<file path="config.mk">
export PLATFORM = sky130hd
export DESIGN_NAME = ssrs_ctrl
export DESIGN_NICKNAME = d
export VERILOG_FILES = /design/src/ssrs_pkg.sv /design/src/ssrs_ctrl.sv
export SDC_FILE = /design/constraint.sdc
export NUM_CORES = 1
export LEC_CHECK = 0
export BUFFER_PORTS_ARGS = -buffer_cell sky130_fd_sc_hd__buf_2
export CORE_AREA = 2 2 39 41
export DETAILED_ROUTE_END_ITERATION = 6
export DIE_AREA = 0 0 41 43
export GPL_ROUTABILITY_DRIVEN = 0
export PLACE_DENSITY_LB_ADDON = 0.1
export RECOVER_POWER = 25
export SETUP_SLACK_MARGIN = 0.3
export SLEW_MARGIN = 40
export SYNTH_ARGS = -nofsm -noshare
export SYNTH_HDL_FRONTEND = slang
export SYNTH_SLANG_ARGS = --single-unit
</file>
<file path="constraint.sdc">
create_clock -name clock -period 1.1 [get_ports clock]
set_input_delay 0.055 -clock clock [delete_from_list [all_inputs] [get_ports clock]]
set_output_delay 0.055 -clock clock [all_outputs]
set_load 0.01 [all_outputs]
</file>
<file path="src/ssrs_pkg.sv">
package ssrs_pkg;

   // Request codes carried in req_type.
   localparam logic [2:0] OP_CREATE        = 3'd0;
   localparam logic [2:0] OP_DESTROY       = 3'd1;
   localparam logic [2:0] OP_CONTAINS      = 3'd2;
   localparam logic [2:0] OP_SET_KIND      = 3'd3;
   localparam logic [2:0] OP_SET_COLOUR    = 3'd4;
   localparam logic [2:0] OP_SET_INTENSITY = 3'd5;
   localparam logic [2:0] OP_READ          = 3'd6;

   // Result status codes.
   localparam logic [1:0] ST_OK          = 2'd0;
   localparam logic [1:0] ST_NOT_PRESENT = 2'd1;
   localparam logic [1:0] ST_ALREADY     = 2'd2;
   localparam logic [1:0] ST_FULL        = 2'd3;

   localparam logic [9:0] INVALID_INDEX = 10'h3FF;
   localparam int         INDEX_LIMIT   = 1024;

   typedef struct packed {
      logic [2:0]  req_type;
      logic [9:0]  entity_index;
      logic [15:0] entity_generation;
      logic [1:0]  light_kind;
      logic [31:0] colour_red;
      logic [31:0] colour_green;
      logic [31:0] colour_blue;
      logic [31:0] intensity_bits;
   } ssrs_req_type;

   typedef struct packed {
      logic [1:0]  status;
      logic        present;
      logic [1:0]  out_kind;
      logic [31:0] out_red;
      logic [31:0] out_green;
      logic [31:0] out_blue;
      logic [31:0] out_intensity;
      logic [8:0]  live_count;
   } ssrs_rsp_type;

   // One dense slot: owner id plus the light record.
   typedef struct packed {
      logic [15:0] owner_gen;
      logic [9:0]  owner_index;
      logic [1:0]  kind;
      logic [31:0] red;
      logic [31:0] green;
      logic [31:0] blue;
      logic [31:0] intensity;
   } ssrs_record_type;

   typedef enum logic [1:0] {
      REC_WR_NONE,
      REC_WR_CREATE,
      REC_WR_UPDATE,
      REC_WR_MOVE
   } ssrs_rec_wr_type;

   typedef enum logic [2:0] {
      SP_WR_NONE,
      SP_WR_SWEEP,
      SP_WR_CREATE,
      SP_WR_MOVE,
      SP_WR_UNMAP
   } ssrs_sp_wr_type;

   typedef struct packed {
      logic            req_load;
      logic            sparse_rd;
      logic            rec_rd;
      logic            rec_rd_last;
      ssrs_rec_wr_type rec_wr;
      ssrs_sp_wr_type  sparse_wr;
      logic            count_inc;
      logic            count_dec;
      logic            result_load;
      logic            sweep_step;
   } ssrs_cmd_type;

   typedef struct packed {
      logic [2:0] req_type;
      logic       here;
      logic       usable;
      logic       full;
      logic       slot_is_last;
      logic       mover_in_range;
      logic       sweep_done;
   } ssrs_stat_type;

endpackage

</file>
<file path="src/ssrs_ctrl.sv">
module ssrs_ctrl (
   input  logic                  clock,
   input  logic                  reset,
   input  logic                  start,
   input  ssrs_pkg::ssrs_stat_type stat,
   output ssrs_pkg::ssrs_cmd_type  cmd,
   output logic                  busy,
   output logic                  rsp_valid
);
   import ssrs_pkg::*;

   typedef enum logic [2:0] {
      S_SWEEP,
      S_IDLE,
      S_DENSE,
      S_EVAL,
      S_MOVE,
      S_UNMAP
   } state_type;

   state_type state_ff, state_in;
   logic      busy_ff;
   logic      rsp_valid_ff;
   logic      rsp_valid_in;

   always_comb begin
      cmd          = '0;
      state_in     = state_ff;
      rsp_valid_in = 1'b0;
      unique case (state_ff)
         S_SWEEP: begin
            cmd.sparse_wr  = SP_WR_SWEEP;
            cmd.sweep_step = 1'b1;
            if (stat.sweep_done) begin
               state_in = S_IDLE;
            end
         end
         S_IDLE: begin
            if (start) begin
               cmd.req_load  = 1'b1;
               cmd.sparse_rd = 1'b1;
               state_in      = S_DENSE;
            end
         end
         S_DENSE: begin
            cmd.rec_rd = 1'b1;
            state_in   = S_EVAL;
         end
         S_EVAL: begin
            cmd.result_load = 1'b1;
            state_in        = S_IDLE;
            rsp_valid_in    = 1'b1;
            unique case (stat.req_type)
               OP_CREATE: begin
                  if (!stat.here && stat.usable && !stat.full) begin
                     cmd.rec_wr    = REC_WR_CREATE;
                     cmd.sparse_wr = SP_WR_CREATE;
                     cmd.count_inc = 1'b1;
                  end
               end
               OP_DESTROY: begin
                  if (stat.here) begin
                     cmd.rec_rd_last = 1'b1;
                     state_in        = S_MOVE;
                     rsp_valid_in    = 1'b0;
                  end
               end
               OP_SET_KIND, OP_SET_COLOUR, OP_SET_INTENSITY: begin
                  if (stat.here) begin
                     cmd.rec_wr = REC_WR_UPDATE;
                  end
               end
               default: begin
               end
            endcase
         end
         S_MOVE: begin
            if (!stat.slot_is_last) begin
               cmd.rec_wr = REC_WR_MOVE;
               if (stat.mover_in_range) begin
                  cmd.sparse_wr = SP_WR_MOVE;
               end
            end
            state_in = S_UNMAP;
         end
         S_UNMAP: begin
            cmd.sparse_wr = SP_WR_UNMAP;
            cmd.count_dec = 1'b1;
            state_in      = S_IDLE;
            rsp_valid_in  = 1'b1;
         end
         default: begin
            state_in = S_IDLE;
         end
      endcase
   end

   always_ff @(posedge clock) begin
      if (reset) begin
         state_ff     <= S_SWEEP;
         busy_ff      <= 1'b1;
         rsp_valid_ff <= 1'b0;
      end else begin
         state_ff     <= state_in;
         busy_ff      <= (state_in != S_IDLE);
         rsp_valid_ff <= rsp_valid_in;
      end
   end

   assign busy      = busy_ff;
   assign rsp_valid = rsp_valid_ff;

endmodule

</file>
==> impl_metrics.py <==
metrics = {
    "sta": {
        "fin_ws_ns": -0.233,
        "max_freq_mhz": 750,
        "hold_viol": 0,
        "period_share_pct": 121,
        "slew_violations": 0,
        "worstMarginPinSlew_ns": 0.460,
        "finalSetupViolations": 15,
        "finalClockSkew_ns": 0.000816,
        "period_needed_ns": 1.33,
        "maxSlewHeadroom_pct": 69.0,
        "grt_setup_unrepaired": "true",
    },
    "run_status": {
        "failed_checks": "setup timing",
        "status": "complete, but fails checks",
    },
    "die": {
        "die_x_um": 41,
        "start_util_pct": 29.3,
        "coreArea_um2": 1380,
        "rows": 14,
        "dieArea_um2": 1760,
        "die_h_um": 43,
        "pin_count": 27,
    },
    "synth": {
        "syn_area_um2": 405,
        "syn_inst": 45,
        "synth_top_family_by_area": "simple AND/OR/NAND/NOR gates",
        "syn-num-nets": 57,
        "synth_compound_area_share_pct": 20.7,
        "ys.flop_type": "dfxtp_1",
        "synth_xor_area_share_pct": 0,
        "synth_edf_count": 0,
        "ys_seq_area_share_pct": 24.7,
        "yosys_register_bits": 5,
        "yosys_warnings": 0,
        "async_flop_share_pct": 0,
        "synthAdderAreaFrac_pct": 0,
        "synth.distinct_cells": 29,
        "syn_avg_cell_area_um2": 9.01,
        "yosys.area_share.simple_pct": 39.5,
        "synth_mux_area_share_pct": 2.78,
    },
    "worst_setup_path": {
        "cp_top_family": "simple AND/OR/NAND/NOR gates",
        "cp_data_arrival_time_ns": 1.28,
        "cp_cell_sequence": "or3b_4 > o22ai_4 > buf_6",
        "reg2regPathDepth": 6,
        "ff2ff_setup_slack_ns": -0.17,
        "r2r-end": "busy",
        "end_kind": "output port",
        "cpMaxStageDelayCell": "or3b_4",
        "setup.worst_path.class": "flip-flop to output port",
        "reg2reg_from": "state_ff[0]",
        "worst-endpoint-required_ns": 1.04,
        "startpoint_type": "flip-flop",
        "slowest_delay_ns": 0.41,
        "crit_buf_inv": 1,
        "startpoint": "state_ff[1]",
        "crit_fanout": 4,
    },
    "detailed_routing": {
        "num_vias": 501,
        "wl_per_cell_um": 11.5,
        "drc": 0,
        "via_per_inst": 4.82,
        "drtIter0Drc": 1,
        "drt-total-wl_um": 1200,
        "postRouteAntennaNets": 0,
        "drt_pass1_iterations": 2,
    },
    "cts": {
        "numClockSinks": 5,
        "cts_tree": "built",
        "path_clk_slew_ns": 0.04,
        "clk_latency_ns": 0.23,
        "htree_levels": 1,
        "clk_path_buf_depth": 2,
        "ctsRootBufferMaster": "clkbuf_4",
        "cts_buffers": 3,
    },
    "grt": {
        "grt_overflow": 0,
        "antenna_found_initial": 0,
        "grt_pass1_vias": 485,
        "grt_max_degree": 7,
        "grt_use_total_pct": 15.0,
        "grt_pass1_wl_um": 1800,
    },
    "finish": {
        "layout.cells.non_filler": 104,
        "final.fill_count": 130,
        "utilization_pct": 62.4,
        "drive_above_1_share_pct": 79.5,
        "diodes": 0,
        "synthToLayoutAreaGrowth_pct": 113,
        "nets": 101,
    },
    "power_and_ir_drop": {
        "ir_drop_mv": 0.508,
        "power_per_cell_area_nw_per_um2": 814,
        "p_total_uw": 703,
        "leakagePower_uw": 0.000432,
    },
    "hold_path": {
        "hold_path_depth": 2,
        "hp-class": "input port to flip-flop",
        "whs_endpoint": "state_ff[1]",
        "min_from": "reset",
    },
    "placed_design": {
        "numPortBuffers": 26,
        "dp_cells": 91,
        "dp_hpwl_um": 796,
    },
    "flow_run": {
        "drv_cap": 0,
    },
}
[synthesized netlist by cell type (2+ instances only)]
cell      n  share of area, %
a21oi_1   2               2.5
and3b_1   2               4.3
buf_6     3               8.3
dfxtp_1   5                25
nand2_1   2               1.9
nand2b_1  3               4.6
nor2_1    4               3.7
o21ai_1   3               3.7
[flip-flops by register name, summed over array words and instances, names as in the netlist]
| register | cells |
|---|---|
| busy | 1 |
| state_ff | 3 |
| rsp_valid | 1 |
[cell type report]
class / count / area (µm²) / area share (%)
timing repair buffer: 43 / 339 / 39.3
tap: 16 / 20.0 / 2.32
clock buffer: 4 / 26.3 / 3.04
multi-input combinational: 34 / 359 / 41.6
inverter: 2 / 12.5 / 1.45
sequential: 5 / 106 / 12.3
[layer usage]
| metal | vias to the layer above | global-route usage [%] | share of wire (%) |
|---|---|---|---|
| li1 | 250 | - | - |
| met1 | 228 | 14.6 | 36 |
| met3 | 4 | 2.62 | 6.2 |
| met5 | - | 0 | 0 |
| met4 | 0 | 10.0 | 2.7 |
| met2 | 19 | 26.3 | 55 |
[cells in the final DEF (no fill, tap or decap), types with 2 or more instances in the layout]
| master | synthesis | final |
|---|---|---|
| buf_2 | 0 | 20 |
| buf_6 | 3 | 12 |
| buf_4 | 1 | 8 |
| clkbuf_4 | 0 | 3 |
| nand2b_1 | 3 | 2 |
| nor2_4 | 1 | 2 |
| nor2_2 | 0 | 2 |
| o21ai_2 | 1 | 2 |
| nand2_1 | 2 | 2 |
| dfxtp_1 | 5 | 2 |
| clkbuf_1 | 0 | 2 |
| buf_12 | 0 | 2 |
| dfxtp_2 | 0 | 2 |
[logic make-up after synthesis]
| family | count (synthesis) |
|---|---|
| DFF | 5 |
| and+or+nand+nor | 21 |
| buffers and inverters | 6 |
| AOI/OAI and AO/OA | 12 |
| muxes | 1 |
[timing repair]
action                     4_1_cts  5_1_grt
resized for setup               17       14
hold buffers                     0        0
setup endpoints to repair       18       18
buffers inserted                 6        3
pin swaps                        7        5
[power by group]
part           internal (µW)  switching, µW
logic                    175            127
registers                194           8.40
clock network            136           63.2
total                    505            198
[worst max path at each step]
stage                        end  slack [ns]  depth (start not counted)
after floorplan             busy        0.07                          4
after global placement    cmd[8]       -0.03                          3
after detailed placement  cmd[8]       -0.03                          3
after CTS                 cmd[8]       -0.25                          3
after global routing      cmd[8]       -0.28                          3
final                     cmd[8]       -0.23                          3
[stage by stage]
stage	hold WS (ns)	setup slack [ns]	cell area, µm²	TNS, ns
floorplan	0.117	0.0744	429	0
global placement	0.270	-0.0282	623	-0.0486
detailed placement	0.271	-0.0324	623	-0.0339
CTS	0.0193	-0.255	774	-2.01
global route	0.0505	-0.280	863	-2.93
finish	0.0340	-0.233	863	-2.19
Power figures use the tool's default switching activity.
